[src/rtl/osa_pkg.sv]
// Shared types, command codes and the saturating adder for the weighted
// optimal-string-alignment distance block. No dependencies.
`default_nettype none

package osa_pkg;

  // Command carried with every input beat.
  typedef enum logic [1:0] {
    CMD_CLEAR      = 2'd0,
    CMD_PUSH_RIGHT = 2'd1,
    CMD_PUSH_LEFT  = 2'd2,
    CMD_REPORT     = 2'd3
  } cmd_e;

  // Configuration register indexes.
  localparam logic [1:0] REG_INSERT  = 2'd0;
  localparam logic [1:0] REG_REMOVE  = 2'd1;
  localparam logic [1:0] REG_REPLACE = 2'd2;
  localparam logic [1:0] REG_SWAP    = 2'd3;

  localparam logic [7:0] COST_RESET = 8'd1;

  typedef struct packed {
    logic [7:0] insert;
    logic [7:0] remove;
    logic [7:0] replace;
    logic [7:0] swap;
  } cost_t;

  // Adds an 8-bit cost to a row value and clamps the sum at lim.
  function automatic logic [31:0] sat_add(input logic [31:0] a, input logic [7:0] b,
                                          input logic [31:0] lim);
    logic [32:0] s;
    logic [31:0] r;
    s = {1'b0, a} + {25'b0, b};
    if (s > {1'b0, lim}) begin
      r = lim;
    end else begin
      r = s[31:0];
    end
    return r;
  endfunction

endpackage

`default_nettype wire

[src/rtl/osa_ram.sv]
// Generic single-write, single-read RAM with a registered read port.
// Used for the right-string store and the three row banks. No dependencies.
`default_nettype none

module osa_ram #(
  parameter int WIDTH = 16,
  parameter int DEPTH = 64
) (
  input  wire logic                                  clk_i,
  input  wire logic                                  we_i,
  input  wire logic [(DEPTH > 1 ? $clog2(DEPTH) : 1)-1:0] waddr_i,
  input  wire logic [WIDTH-1:0]                      wdata_i,
  input  wire logic [(DEPTH > 1 ? $clog2(DEPTH) : 1)-1:0] raddr_i,
  output logic      [WIDTH-1:0]                      rdata_o
);

  logic [WIDTH-1:0] mem_q [DEPTH];

  always_ff @(posedge clk_i) begin
    if (we_i) begin
      mem_q[waddr_i] <= wdata_i;
    end
    rdata_o <= mem_q[raddr_i];
  end

endmodule

`default_nettype wire

[src/rtl/osa_cell.sv]
// Shared cell unit: computes one new row entry from its neighbors, the
// stored characters and the costs. Depends on osa_pkg.
`default_nettype none

module osa_cell import osa_pkg::*; #(
  parameter int DW = 16
) (
  input  wire cost_t         cost_i,
  input  wire logic [DW-1:0] cur_diag_i,
  input  wire logic [DW-1:0] cur_up_i,
  input  wire logic [DW-1:0] old_diag_i,
  input  wire logic [DW-1:0] left_i,
  input  wire logic [7:0]    right_char_i,
  input  wire logic [7:0]    right_prev_i,
  input  wire logic [7:0]    left_char_i,
  input  wire logic [7:0]    prev_left_i,
  input  wire logic          swap_en_i,
  output logic      [DW-1:0] cell_o
);

  localparam logic [31:0] DistMax = 32'((64'd1 << DW) - 64'd1);

  logic [DW-1:0] t_diag, t_swap, t_rem, t_ins, v1, v2;
  logic          swap_hit;

  always_comb begin
    t_diag = DW'(sat_add(32'(cur_diag_i),
                         (right_char_i != left_char_i) ? cost_i.replace : 8'd0, DistMax));
    t_swap = DW'(sat_add(32'(old_diag_i), cost_i.swap, DistMax));
    t_rem  = DW'(sat_add(32'(cur_up_i), cost_i.remove, DistMax));
    t_ins  = DW'(sat_add(32'(left_i), cost_i.insert, DistMax));
    swap_hit = swap_en_i && (prev_left_i == right_char_i) && (left_char_i == right_prev_i);
    v1 = (swap_hit && (t_swap < t_diag)) ? t_swap : t_diag;
    v2 = (t_rem < v1) ? t_rem : v1;
    cell_o = (t_ins < v2) ? t_ins : v2;
  end

endmodule

`default_nettype wire

[src/rtl/weighted_osa_edit_distance.sv]
// Weighted optimal-string-alignment edit distance, top level.
// Clear, right push and report need no sweep; a left push onto a non-empty right
// string sweeps the row, with one shared cell unit stepping one column per cycle.
// A report's result appears the cycle after its beat is accepted.
// Asynchronous active-low reset returns all costs to 1 and empties the pair.
`default_nettype none

module weighted_osa_edit_distance import osa_pkg::*; #(
  parameter int MAX_LEN   = 64,
  parameter int DIST_BITS = 16
) (
  input  wire logic        clk_i,
  input  wire logic        rst_ni,
  // Input stream.
  input  wire logic        s_axis_tvalid,
  output logic             s_axis_tready,
  input  wire logic [7:0]  s_axis_tdata,   // [7:0] char_code
  input  wire logic [1:0]  s_axis_tuser,   // [1:0] command
  // Result stream.
  output logic             m_axis_tvalid,
  input  wire logic        m_axis_tready,
  output logic      [15:0] m_axis_tdata,   // [15:0] edit_distance
  output logic      [0:0]  m_axis_tuser,   // [0] overflow
  // Configuration write port.
  input  wire logic        cfg_we_i,
  input  wire logic [1:0]  cfg_addr_i,
  input  wire logic [7:0]  cfg_wdata_i
);

  localparam int AW = (MAX_LEN > 1) ? $clog2(MAX_LEN) : 1;
  localparam int LW = $clog2(MAX_LEN + 1);
  localparam int DW = DIST_BITS;
  localparam logic [31:0] DistMax = 32'((64'd1 << DIST_BITS) - 64'd1);
  localparam logic [LW-1:0] LenMax = LW'(MAX_LEN);

  typedef enum logic {ST_IDLE, ST_SWEEP} state_e;

  // Cost registers.
  cost_t cost_q;

  // Pair state. Column zero of each row lives in flip-flops; entries 1..MAX_LEN
  // live in three rotating row banks, entry e at address e-1.
  state_e        state_q;
  logic [LW-1:0] len_q;
  logic          left_seen_q;
  logic [7:0]    prev_left_q;
  logic          overflow_q;
  logic [DW-1:0] cur0_q, old0_q, next0_q;
  logic [DW-1:0] last_q;          // always equals current_row[right_length]
  logic [1:0]    cur_sel_q, old_sel_q, nxt_sel_q;

  // Sweep sequencer: issue stage (RAM reads) and compute stage.
  logic          issue_q;
  logic [AW-1:0] k_q;
  logic          cmp_valid_q, cmp_first_q, cmp_last_q;
  logic [AW-1:0] cmp_addr_q;
  logic [7:0]    left_char_q;
  logic [DW-1:0] cur_hold_q, old_hold_q, nxt_prev_q;
  logic [7:0]    rs_prev_q;

  // Output register.
  logic          m_valid_q;
  logic [15:0]   dist_q;
  logic          ovf_q;

  cmd_e          cmd;
  logic          s_fire;
  logic          right_wr;
  logic [DW-1:0] right_val;
  logic [DW-1:0] col0_next;
  logic [DW-1:0] cell_v;
  logic [7:0]    rs_rd;
  logic [DW-1:0] bank_rd [3];
  logic [DW-1:0] cur_rd, old_rd;
  logic [DW+15:0] last_ext;

  assign cmd    = cmd_e'(s_axis_tuser);
  assign s_axis_tready = (state_q == ST_IDLE) && (!m_valid_q || m_axis_tready);
  assign s_fire = s_axis_tvalid && s_axis_tready;

  // A right push is stored only before any left push and while there is room.
  assign right_wr  = s_fire && (cmd == CMD_PUSH_RIGHT) && !left_seen_q && (len_q != LenMax);
  assign right_val = DW'(sat_add(32'(last_q), cost_q.insert, DistMax));
  assign col0_next = DW'(sat_add(32'(cur0_q), cost_q.remove, DistMax));

  assign cur_rd = bank_rd[cur_sel_q];
  assign old_rd = bank_rd[old_sel_q];

  osa_ram #(.WIDTH(8), .DEPTH(MAX_LEN)) u_right_store (
    .clk_i   (clk_i),
    .we_i    (right_wr),
    .waddr_i (AW'(len_q)),
    .wdata_i (s_axis_tdata),
    .raddr_i (k_q),
    .rdata_o (rs_rd)
  );

  // Three row banks rotate roles: current, older and the row being built.
  for (genvar b = 0; b < 3; b++) begin : g_bank
    logic          we;
    logic [AW-1:0] waddr, raddr;
    logic [DW-1:0] wdata;

    always_comb begin
      we    = 1'b0;
      waddr = cmp_addr_q;
      wdata = cell_v;
      if (right_wr && (cur_sel_q == 2'(b))) begin
        we    = 1'b1;
        waddr = AW'(len_q);
        wdata = right_val;
      end else if (cmp_valid_q && (nxt_sel_q == 2'(b))) begin
        we = 1'b1;
      end
      // The older row is read one entry behind the current row.
      raddr = (old_sel_q == 2'(b)) ? (k_q - AW'(1)) : k_q;
    end

    osa_ram #(.WIDTH(DW), .DEPTH(MAX_LEN)) u_row (
      .clk_i   (clk_i),
      .we_i    (we),
      .waddr_i (waddr),
      .wdata_i (wdata),
      .raddr_i (raddr),
      .rdata_o (bank_rd[b])
    );
  end

  // The cell at column j sees current_row[j-1] and current_row[j], older_row[j-2],
  // the freshly built next_row[j-1] and the right characters at j and j-1.
  osa_cell #(.DW(DW)) u_cell (
    .cost_i       (cost_q),
    .cur_diag_i   (cur_hold_q),
    .cur_up_i     (cur_rd),
    .old_diag_i   (old_hold_q),
    .left_i       (nxt_prev_q),
    .right_char_i (rs_rd),
    .right_prev_i (rs_prev_q),
    .left_char_i  (left_char_q),
    .prev_left_i  (prev_left_q),
    .swap_en_i    (left_seen_q && !cmp_first_q),
    .cell_o       (cell_v)
  );

  // The user must write configuration only while the block is idle; the block does not enforce this.
  always_ff @(posedge clk_i or negedge rst_ni) begin
    if (!rst_ni) begin
      cost_q <= '{insert: COST_RESET, remove: COST_RESET,
                  replace: COST_RESET, swap: COST_RESET};
    end else if (cfg_we_i) begin
      unique case (cfg_addr_i)
        REG_INSERT:  cost_q.insert  <= cfg_wdata_i;
        REG_REMOVE:  cost_q.remove  <= cfg_wdata_i;
        REG_REPLACE: cost_q.replace <= cfg_wdata_i;
        REG_SWAP:    cost_q.swap    <= cfg_wdata_i;
        default:     cost_q         <= cost_q;
      endcase
    end
  end

  always_ff @(posedge clk_i or negedge rst_ni) begin
    if (!rst_ni) begin
      state_q     <= ST_IDLE;
      len_q       <= '0;
      left_seen_q <= 1'b0;
      prev_left_q <= '0;
      overflow_q  <= 1'b0;
      cur0_q      <= '0;
      old0_q      <= '0;
      last_q      <= '0;
      cur_sel_q   <= 2'd0;
      old_sel_q   <= 2'd1;
      nxt_sel_q   <= 2'd2;
      issue_q     <= 1'b0;
      k_q         <= '0;
      cmp_valid_q <= 1'b0;
      cmp_first_q <= 1'b0;
      cmp_last_q  <= 1'b0;
      m_valid_q   <= 1'b0;
    end else begin
      // A report loads the result register; otherwise a taken result empties it.
      if (s_fire && (cmd == CMD_REPORT)) begin
        m_valid_q <= 1'b1;
      end else if (m_valid_q && m_axis_tready) begin
        m_valid_q <= 1'b0;
      end
      unique case (state_q)
        ST_IDLE: begin
          if (s_fire) begin
            unique case (cmd)
              CMD_CLEAR: begin
                len_q       <= '0;
                left_seen_q <= 1'b0;
                prev_left_q <= '0;
                overflow_q  <= 1'b0;
                cur0_q      <= '0;
                old0_q      <= '0;
                last_q      <= '0;
              end
              CMD_PUSH_RIGHT: begin
                if (!left_seen_q) begin
                  if (len_q == LenMax) begin
                    overflow_q <= 1'b1;
                  end else begin
                    len_q  <= len_q + LW'(1);
                    last_q <= right_val;
                  end
                end
              end
              CMD_PUSH_LEFT: begin
                if (len_q == '0) begin
                  // Only column zero exists: the row finishes at once.
                  cur0_q      <= col0_next;
                  old0_q      <= cur0_q;
                  last_q      <= col0_next;
                  prev_left_q <= s_axis_tdata;
                  left_seen_q <= 1'b1;
                end else begin
                  state_q <= ST_SWEEP;
                  issue_q <= 1'b1;
                  k_q     <= '0;
                end
              end
              CMD_REPORT: begin
                // The result register is loaded above.
              end
              default: begin
              end
            endcase
          end
        end
        ST_SWEEP: begin
          cmp_valid_q <= issue_q;
          if (issue_q) begin
            cmp_first_q <= (k_q == '0);
            cmp_last_q  <= (LW'(k_q) + LW'(1) == len_q);
            if (LW'(k_q) + LW'(1) == len_q) begin
              issue_q <= 1'b0;
            end else begin
              k_q <= k_q + AW'(1);
            end
          end
          if (cmp_valid_q && cmp_last_q) begin
            // Row done: current becomes older, the new row becomes current.
            // The issue stage is already empty, so the compute stage drains too.
            state_q     <= ST_IDLE;
            old_sel_q   <= cur_sel_q;
            cur_sel_q   <= nxt_sel_q;
            nxt_sel_q   <= old_sel_q;
            cur0_q      <= next0_q;
            old0_q      <= cur0_q;
            last_q      <= cell_v;
            prev_left_q <= left_char_q;
            left_seen_q <= 1'b1;
          end
        end
        default: begin
          state_q <= ST_IDLE;
        end
      endcase
    end
  end

  // Datapath registers of the sweep and the result; no reset needed.
  always_ff @(posedge clk_i) begin
    if (s_fire && (cmd == CMD_PUSH_LEFT)) begin
      left_char_q <= s_axis_tdata;
      next0_q     <= col0_next;
      nxt_prev_q  <= col0_next;
      cur_hold_q  <= cur0_q;
    end else if (cmp_valid_q) begin
      nxt_prev_q <= cell_v;
      cur_hold_q <= cur_rd;
      rs_prev_q  <= rs_rd;
      old_hold_q <= cmp_first_q ? old0_q : old_rd;
    end
    if (state_q == ST_SWEEP && issue_q) begin
      cmp_addr_q <= k_q;
    end
    if (s_fire && (cmd == CMD_REPORT)) begin
      dist_q <= last_ext[15:0];
      ovf_q  <= overflow_q;
    end
  end

  assign last_ext = {16'b0, last_q};

  assign m_axis_tvalid   = m_valid_q;
  assign m_axis_tdata    = dist_q;
  assign m_axis_tuser[0] = ovf_q;

  // The input side is closed for the whole row sweep.
  a_no_accept_in_sweep: assert property (@(posedge clk_i) disable iff (!rst_ni)
    (state_q == ST_SWEEP) |-> !s_axis_tready)
    else $error("input accepted during a row sweep");

  // The right length never passes the store depth.
  a_len_bound: assert property (@(posedge clk_i) disable iff (!rst_ni)
    len_q <= LenMax)
    else $error("right length beyond store depth");

  // The three row banks always hold distinct roles.
  a_bank_roles: assert property (@(posedge clk_i) disable iff (!rst_ni)
    (cur_sel_q != old_sel_q) && (cur_sel_q != nxt_sel_q) && (old_sel_q != nxt_sel_q))
    else $error("row bank roles collide");

  // A report beat yields a result on the next cycle.
  a_report_result: assert property (@(posedge clk_i) disable iff (!rst_ni)
    (s_fire && (cmd == CMD_REPORT)) |=> m_axis_tvalid)
    else $error("report produced no result");

endmodule

`default_nettype wire
[config.mk]
export PLATFORM = sky130hd
export DESIGN_NAME = weighted_osa_edit_distance
export DESIGN_NICKNAME = d
export VERILOG_FILES = /design/src/rtl/osa_pkg.sv /design/src/rtl/osa_ram.sv /design/src/rtl/osa_cell.sv /design/src/rtl/weighted_osa_edit_distance.sv
export SDC_FILE = /design/constraint.sdc
export NUM_CORES = 2
export LEC_CHECK = 0
export BUFFER_PORTS_ARGS = -buffer_cell sky130_fd_sc_hd__buf_2
export CAP_MARGIN = 20
export CORE_MARGIN = 2
export CORE_UTILIZATION = 59
export CTS_BUF_LIST = sky130_fd_sc_hd__clkbuf_4
export DETAILED_ROUTE_END_ITERATION = 10
export GPL_TIMING_DRIVEN = 0
export PLACE_DENSITY = 0.81
export SLEW_MARGIN = 20
export SYNTH_ARGS = -nofsm -noshare
export SYNTH_HDL_FRONTEND = slang
export SYNTH_SLANG_ARGS = --single-unit
[constraint.sdc]
create_clock -name clk_i -period 11.2 [get_ports clk_i]
set_clock_uncertainty 0.2 [all_clocks]
set_input_delay 1.68 -clock clk_i [delete_from_list [all_inputs] [get_ports clk_i]]
set_output_delay 1.68 -clock clk_i [all_outputs]
set_load 0.05 [all_outputs]
Word level (Yosys, flattened, before mapping):

Memory sizes are Yosys's and may differ from the RTL's. A register that Yosys moved wholly into a read port is not among the register bits.
Index checks and enable logic that the tools add are counted.

* add/sub/neg operators: 10
* $lt $le $gt $ge: 11
* equality and inequality tests: 32
* mux-type cells: 95
* bitwise logic cells: 4
* reduce and logical (&&, ||, !) cells: 47

Operators with widths (number)
* 16-bit 2-to-1 mux: 31
* 16-bit case mux with 2 select lines: 5
* 16-bit by 8-bit adder with 17-bit output: 6
* 17-bit by 16-bit > comparator with 1-bit output, second input constant: 6
* 6-bit 2-to-1 mux: 11
* 16-bit binary-select mux with 2-bit select: 2
* 16-bit less-than comparator: 3
* 16-bit case mux with 3 select lines: 1
* 8-bit 2-to-1 mux: 4
* 8-bit case mux with 2 select lines: 2
* 1-bit 2-to-1 mux: 30
* 1-bit logical AND: 20
* 8-bit equality test: 2
* 5-bit AND reduction: 3
* 2-bit equality test, second input constant: 7
* 7-bit 2-to-1 mux: 2
* 7-bit case mux with 2 select lines: 1
* 2-bit AND reduction: 7
* 6-bit case mux with 2 select lines: 1
* 2-bit by 1-bit equality test with 1-bit output, second input constant: 5
* 2-bit logical NOT: 5
* 2-bit != test, second input constant: 5
* 1-bit case mux with 2 select lines: 5
* 3-bit != test, second input constant: 3
* 22 further kinds: 32

* register bits after elaboration: 218
* RAM bits: 3584
* bits of input ports: 25
* output and inout port bits: 19
* word-level logic and storage cells: 233
* memories: 4

Memories
* g_bank[0].u_row.mem_q: words 64, bits a word 16, rd ports 1, clocked after Yosys merged registers in 1, wr ports 1, RTL line osa_ram.sv:17 `logic [WIDTH-1:0] mem_q [DEPTH];`
* g_bank[1].u_row.mem_q: words 64, bits a word 16, rd ports 1, clocked after Yosys merged registers in 1, wr ports 1, RTL line osa_ram.sv:17
* g_bank[2].u_row.mem_q: words 64, bits a word 16, rd ports 1, clocked after Yosys merged registers in 1, wr ports 1, RTL line osa_ram.sv:17
* u_right_store.mem_q: words 64, bits a word 8, rd ports 1, clocked after Yosys merged registers in 1, wr ports 1, RTL line osa_ram.sv:17

Logic depth before layout (Yosys ltp):

* word-level depth: 14
* mapped depth: 42
* mapped depth without buffers: 40

Modules after synthesis:

From an unflattened synthesis, not the netlist that was laid out.

* cells, all modules: 8199
* area total of the unflattened synthesis: 156592.7 sq um

By module, submodules not included
* osa_ram at g_bank[1].u_row ...: instances 2, cells each 1829, area each 40042.2 sq um, sequential area each 31069.8 sq um
* osa_ram at g_bank[0].u_row: instances 1, cells each 1829, area each 40039.7 sq um, sequential area each 31069.8 sq um
* osa_ram at u_right_store: instances 1, cells each 940, area each 20166.8 sq um, sequential area each 15534.9 sq um
* weighted_osa_edit_distance: instances 1, cells each 1174, area each 12012.8 sq um, sequential area each 5978.2 sq um
* osa_cell: instances 1, cells each 598, area each 4289.1 sq um, sequential area each 0.0 sq um

Least setup slack after synthesis:

No wires, ideal clock.

* path type: register to register
* start point: register left_char_q[7]
* end point: memory g_bank[1].u_row.mem_q[0][6] (data pin)
* library setup time: 0.721 ns
* arrival time: 11.303 ns
* required time: 10.279 ns
* path slack: -1.025 ns
* cell stages (with the launch flop): 39
* path buffers: 1
* period minus slack after synthesis: 12.225 ns
* cells stage by stage: edfxtp_1 -> xor2_1 -> nor4_1 -> nand2_1 -> and2_1 -> ha_1 -> fa_1 -> a21o_1 -> a221oi_1 -> o21ai_0 -> nor4_1 -> or2_2 -> ha_1 -> a211oi_1 -> nand2_1 -> nor4_1 -> nand3_1 -> a2111o_1 -> [3 not listed] -> ha_1 -> or4_1 -> a41o_1 -> a21oi_1 -> o2111ai_1 -> mux2i_2 -> nor2_2 -> o21ai_1 -> ha_1 -> nand4_1 -> nor3_1 -> a21oi_1 -> o211ai_1 -> nor2_1 -> o211ai_1 -> o21ai_4 -> a21oi_1 -> o31ai_1

* cells in the longest elaborated chain, start to end: 13
* elaborated cells between the ends (all ways): 15
* classes of those cells: 1 x add/sub; 4 x order compare; 2 x eq/ne; 6 x mux; 2 x reduce/logical

RTL lines
* from (decl): RTL line weighted_osa_edit_distance.sv:57 `logic [7:0] left_char_q;`
* from (signal assigned): RTL line weighted_osa_edit_distance.sv:267 `left_char_q <= s_axis_tdata;`
* 8-bit != test: RTL line osa_cell.sv:28 `(right_char_i != left_char_i) ? cost_i.replace : 8'd0, DistMax));`
* 8-bit 2-to-1 mux: RTL line osa_cell.sv:28
* 16-bit by 8-bit adder with 17-bit output: RTL line osa_pkg.sv:35 `s = {1'b0, a} + {25'b0, b};`
* 17-bit by 16-bit > comparator with 1-bit output: RTL line osa_pkg.sv:36 `if (s > {1'b0, lim}) begin`
* 16-bit 2-to-1 mux: RTL line osa_pkg.sv:36
* 16-bit less-than comparator: RTL line osa_cell.sv:33 `v1 = (swap_hit && (t_swap < t_diag)) ? t_swap : t_diag;`
* 1-bit logical AND: RTL line osa_cell.sv:33
* 16-bit 2-to-1 mux (*): RTL line osa_cell.sv:33
* 16-bit less-than comparator: RTL line osa_cell.sv:34 `v2 = (t_rem < v1) ? t_rem : v1;`
* 16-bit 2-to-1 mux (*): RTL line osa_cell.sv:34
* 16-bit less-than comparator: RTL line osa_cell.sv:35 `cell_o = (t_ins < v2) ? t_ins : v2;`
* 16-bit 2-to-1 mux (*): RTL line osa_cell.sv:35
* 16-bit 2-to-1 mux (*): RTL line weighted_osa_edit_distance.sv:108 `if (right_wr && (cur_sel_q == 2'(b))) begin`
* via g_bank[1].u_row.wdata_i[6]: RTL line osa_ram.sv:12 `input wire logic [WIDTH-1:0] wdata_i,`
* to (decl): RTL line osa_ram.sv:17

The timed path passes the listed nets; every way through them passes the cells marked *.

Final worst setup path:

* start point: register left_char_q[1]
* end point: memory g_bank[1].u_row.mem_q[34][8] (data pin)

The elaborated chain is that of the path after synthesis.

==> out/qor.txt <==
Status - complete, no violations
Core footprint - 260200 um2
Peak fanout along the critical path - 20
GRT busiest layer - met2
Main combinational cell family by area after synthesis - multiplexers
Worst Path Arrival - 12.16 ns
Rel. slew slack - 16.83%
TritonCTS clock tree - built
Average size of a mapped cell - 21.01 um2
TritonRoute pass-1 iters - 8
Worst Reg2Reg Path Length in Cells - 48
Top cell family by delay on the critical path - compound AO/OA/AOI/OAI gates
Complex-gate fraction of the synthesized area - 2.342%
Synthesized Nets - 7489
CP Launch Type - flop
Rows - 187
WL final - 428.6 mm
Asr flop ratio synth - 2.981%
DRC Markers - 0
Fin crit share - 98.56%
Critical path class - flop to flop
CTS clk-pin slew, worst paths - 0.07 ns
Synth Area in Simple Gates - 2.974%
Largest net degree at the start of global routing - 67
Via count - 86090
Layout Nets - 8874
Post-Synthesis Cells - 7359
Fin crit period - 11.04 ns
Max capacitance violation total - 0
Crit Reg-Reg Endpoint - g_bank[1].u_row.mem_q[34][8]$_DFFE_PP_
Crit Reg-Reg Startpoint - left_char_q[1]$_DFFE_PP_
R2R Setup Slk - 0.16 ns
Synth Area in XOR/XNOR - 0.5212%
Final setup vio count - 0
DR vias/cell - 6.625
Fmax - 90.59 MHz
Post-Synth Adder-Cell Area - 0.8790%
Initial core utilization - 59.42%
HP Class - input port to flop
Total GRT Usage - 32.30%
Critical path depth in cells - 48
Synth Flop Type - edfxtp_1
Final Hold Fails - 0
Global placer's final weighted congestion - 1.019
CP endpoint kind - flop
Clock Sinks - 3858
Synth cell types - 90
Crit path capture - g_bank[1].u_row.mem_q[34][8]$_DFFE_PP_
Slowest CP cell - a211oi_4
Buf+Inv Stages, Crit Path - 10
Post-synth EDFFs - 3687
Layout area overhead - 15.95%
Routed wire per std cell - 32.99 um
Ports - 44
Chip Height - 515.9 um
Die ar. - 266100 um2
Commonest non-fill, non-tap cell in the layout - edfxtp_1
DRT antenna net count - 0
Critical path required time - 12.32 ns
Yosys warning total - 0
Initial antenna violation count - 43
Worst-case clock buffer depth - 4
GR Util met3 - 8.436%
Port Buffer Count - 43
Clock buffer count from CTS - 898
Seq/Total Area, Yosys - 74.21%
Tightest Pin Transition - 1.247 ns
GR Util met2 - 49.62%
Most used cell, CP - buf_4
Layout cells sized above 1 - 38.22%
Final Max Tran Viols - 0
FF+latch count, synth - 3858
Post-DP HPWL - 295.4 mm
Post-synthesis mux area share - 17.94%
Number of H-tree levels - 6
Crit-path max cell delay - 0.55 ns
Post-Syn Area - 154600 um2
Most frequent cells in the layout - edfxtp_1, clkbuf_4, mux4_2
Die X - 515.9 um
Overflow left after global routing - 0
First-pass GRT wire length - 607.4 mm
Met1 Usage GRT - 42.82%
Number of global-route vias before repair - 86090
Startpoint of the worst setup timing path - left_char_q[1]$_DFFE_PP_
Insertion delay to the later sink of the worst-skew pair - 1.72 ns
Final setup TNS - 0 ns
Root Driver - clkbuf_4
First DRT Iteration DRCs - 12540
==> worst min-delay path by stage <==
stage                                   from                 endpoint  depth (start not counted)
after floorplan           k_q[2]$_DFFE_PN0P_  cmp_addr_q[2]$_DFFE_PP_                          0
after global placement    k_q[5]$_DFFE_PN0P_  cmp_addr_q[5]$_DFFE_PP_                          0
after detailed placement  k_q[4]$_DFFE_PN0P_  cmp_addr_q[4]$_DFFE_PP_                          0
after CTS                     cfg_wdata_i[3]   cost_q[27]$_DFFE_PN0P_                          2
after global routing          cfg_wdata_i[0]    cost_q[0]$_DFFE_PN1P_                          2
final                         cfg_wdata_i[4]   cost_q[28]$_DFFE_PN0P_                          2
==> area by class of cell <==
| type | instances | area (um2) |
|---|---|---|
| Inverter | 67 | 251.5 |
| Clock buffer | 1317 | 9887 |
| Fill cell | 15420 | 80930 |
| Sequential cell | 3858 | 114700 |
| Tap cell | 3496 | 4374 |
| Buffer | 371 | 1549 |
| Multi-Input combinational cell | 3064 | 40200 |
| Antenna cell | 22 | 55.05 |
| Timing Repair Buffer | 484 | 6334 |
| Clock inverter | 315 | 1878 |
==> timing repair <==
item | in CTS | in global routing
endpoints found under the setup margin | 3104 | 3091
buffers inserted | 100 | 48
endpoints found under the hold margin | 58 | 0
pin swaps | 51 | 44
resized for setup | 93 | 87
hold buffers | 3 | 0
cloned | 2 | 3
==> per-stage QoR <==
stage	utilization (%)	instances	setup WS [ns]	area [um2]	hold slack [ns]
finish	68.89	12990	0.1611	179200	0.1185
global route	68.88	12980	-0.08482	179200	0.1087
CTS	68.53	12920	-0.009071	178300	0.001857
detailed placement	63.42	11190	-3.630	165000	0.2363
global placement	61.20	10900	-9.948	159200	0.2277
floorplan	-	7359	-1.024	154700	0.2231
==> synth_stat cells, types with 9 or more instances <==
library cell / number / share of area, %
nand3_1: 61 / 0.20
and2_1: 22 / 0.089
nand2b_1: 25 / 0.10
or3_1: 18 / 0.073
buf_1: 51 / 0.12
clkbuf_1: 243 / 0.59
mux4_2: 1176 / 17
o21ai_0: 115 / 0.37
nor2b_1: 10 / 0.040
nand2_1: 283 / 0.69
mux2_2: 60 / 0.44
nor4_1: 9 / 0.036
nand4_1: 32 / 0.13
xor2_1: 45 / 0.25
nor3_1: 48 / 0.16
a211oi_1: 23 / 0.11
inv_1: 64 / 0.16
dfrtp_1: 109 / 1.8
a31oi_1: 54 / 0.22
buf_2: 73 / 0.24
o21a_1: 26 / 0.13
ha_1: 99 / 0.80
and3_1: 21 / 0.085
a21o_1: 30 / 0.15
dfxtp_1: 56 / 0.73
a21oi_1: 109 / 0.35
nor2_1: 438 / 1.1
o211ai_1: 21 / 0.10
edfxtp_1: 3687 / 72
or2_2: 29 / 0.12
a221oi_1: 12 / 0.068
mux2i_1: 54 / 0.35
xnor2_1: 47 / 0.27
o31ai_1: 41 / 0.20
==> per-layer routing <==
| metal | vias to the layer above | wire length [um] | part of all wire, % |
|---|---|---|---|
| met5 | - | 167 | 0.039 |
| met4 | 26 | 25810 | 6.0 |
| met3 | 1212 | 52060 | 12 |
| met2 | 6659 | 201100 | 47 |
| met1 | 43950 | 149500 | 35 |
| li1 | 34250 | - | - |
==> cells by family (layout without fill, tap and decap cells) <==
| logic type | count (synthesis) | after routing |
|---|---|---|
| compound gates | 540 | 541 |
| other cells | 0 | 22 |
| mux | 1292 | 1292 |
| buf+inv | 438 | 2554 |
| flops | 3858 | 3858 |
| simple gates | 1034 | 1034 |
| xor+xnor | 92 | 92 |
| fa+ha+maj | 105 | 105 |
==> state kept, by name, indices dropped and copies added, names as in the netlist, 16 cells and up <==
name,count
cur0_q,16
old_hold_q,16
cost_q,32
last_q,16
u_right_store.mem_q,512
g_bank.u_row.rdata_o,48
next0_q,16
nxt_prev_q,16
m_axis_tdata,16
g_bank.u_row.mem_q,3072
cur_hold_q,16
old0_q,16
Power is left out: the tool's default activity adds up to more than one toggle a clock period on the data nets, which glitch-free logic cannot reach.
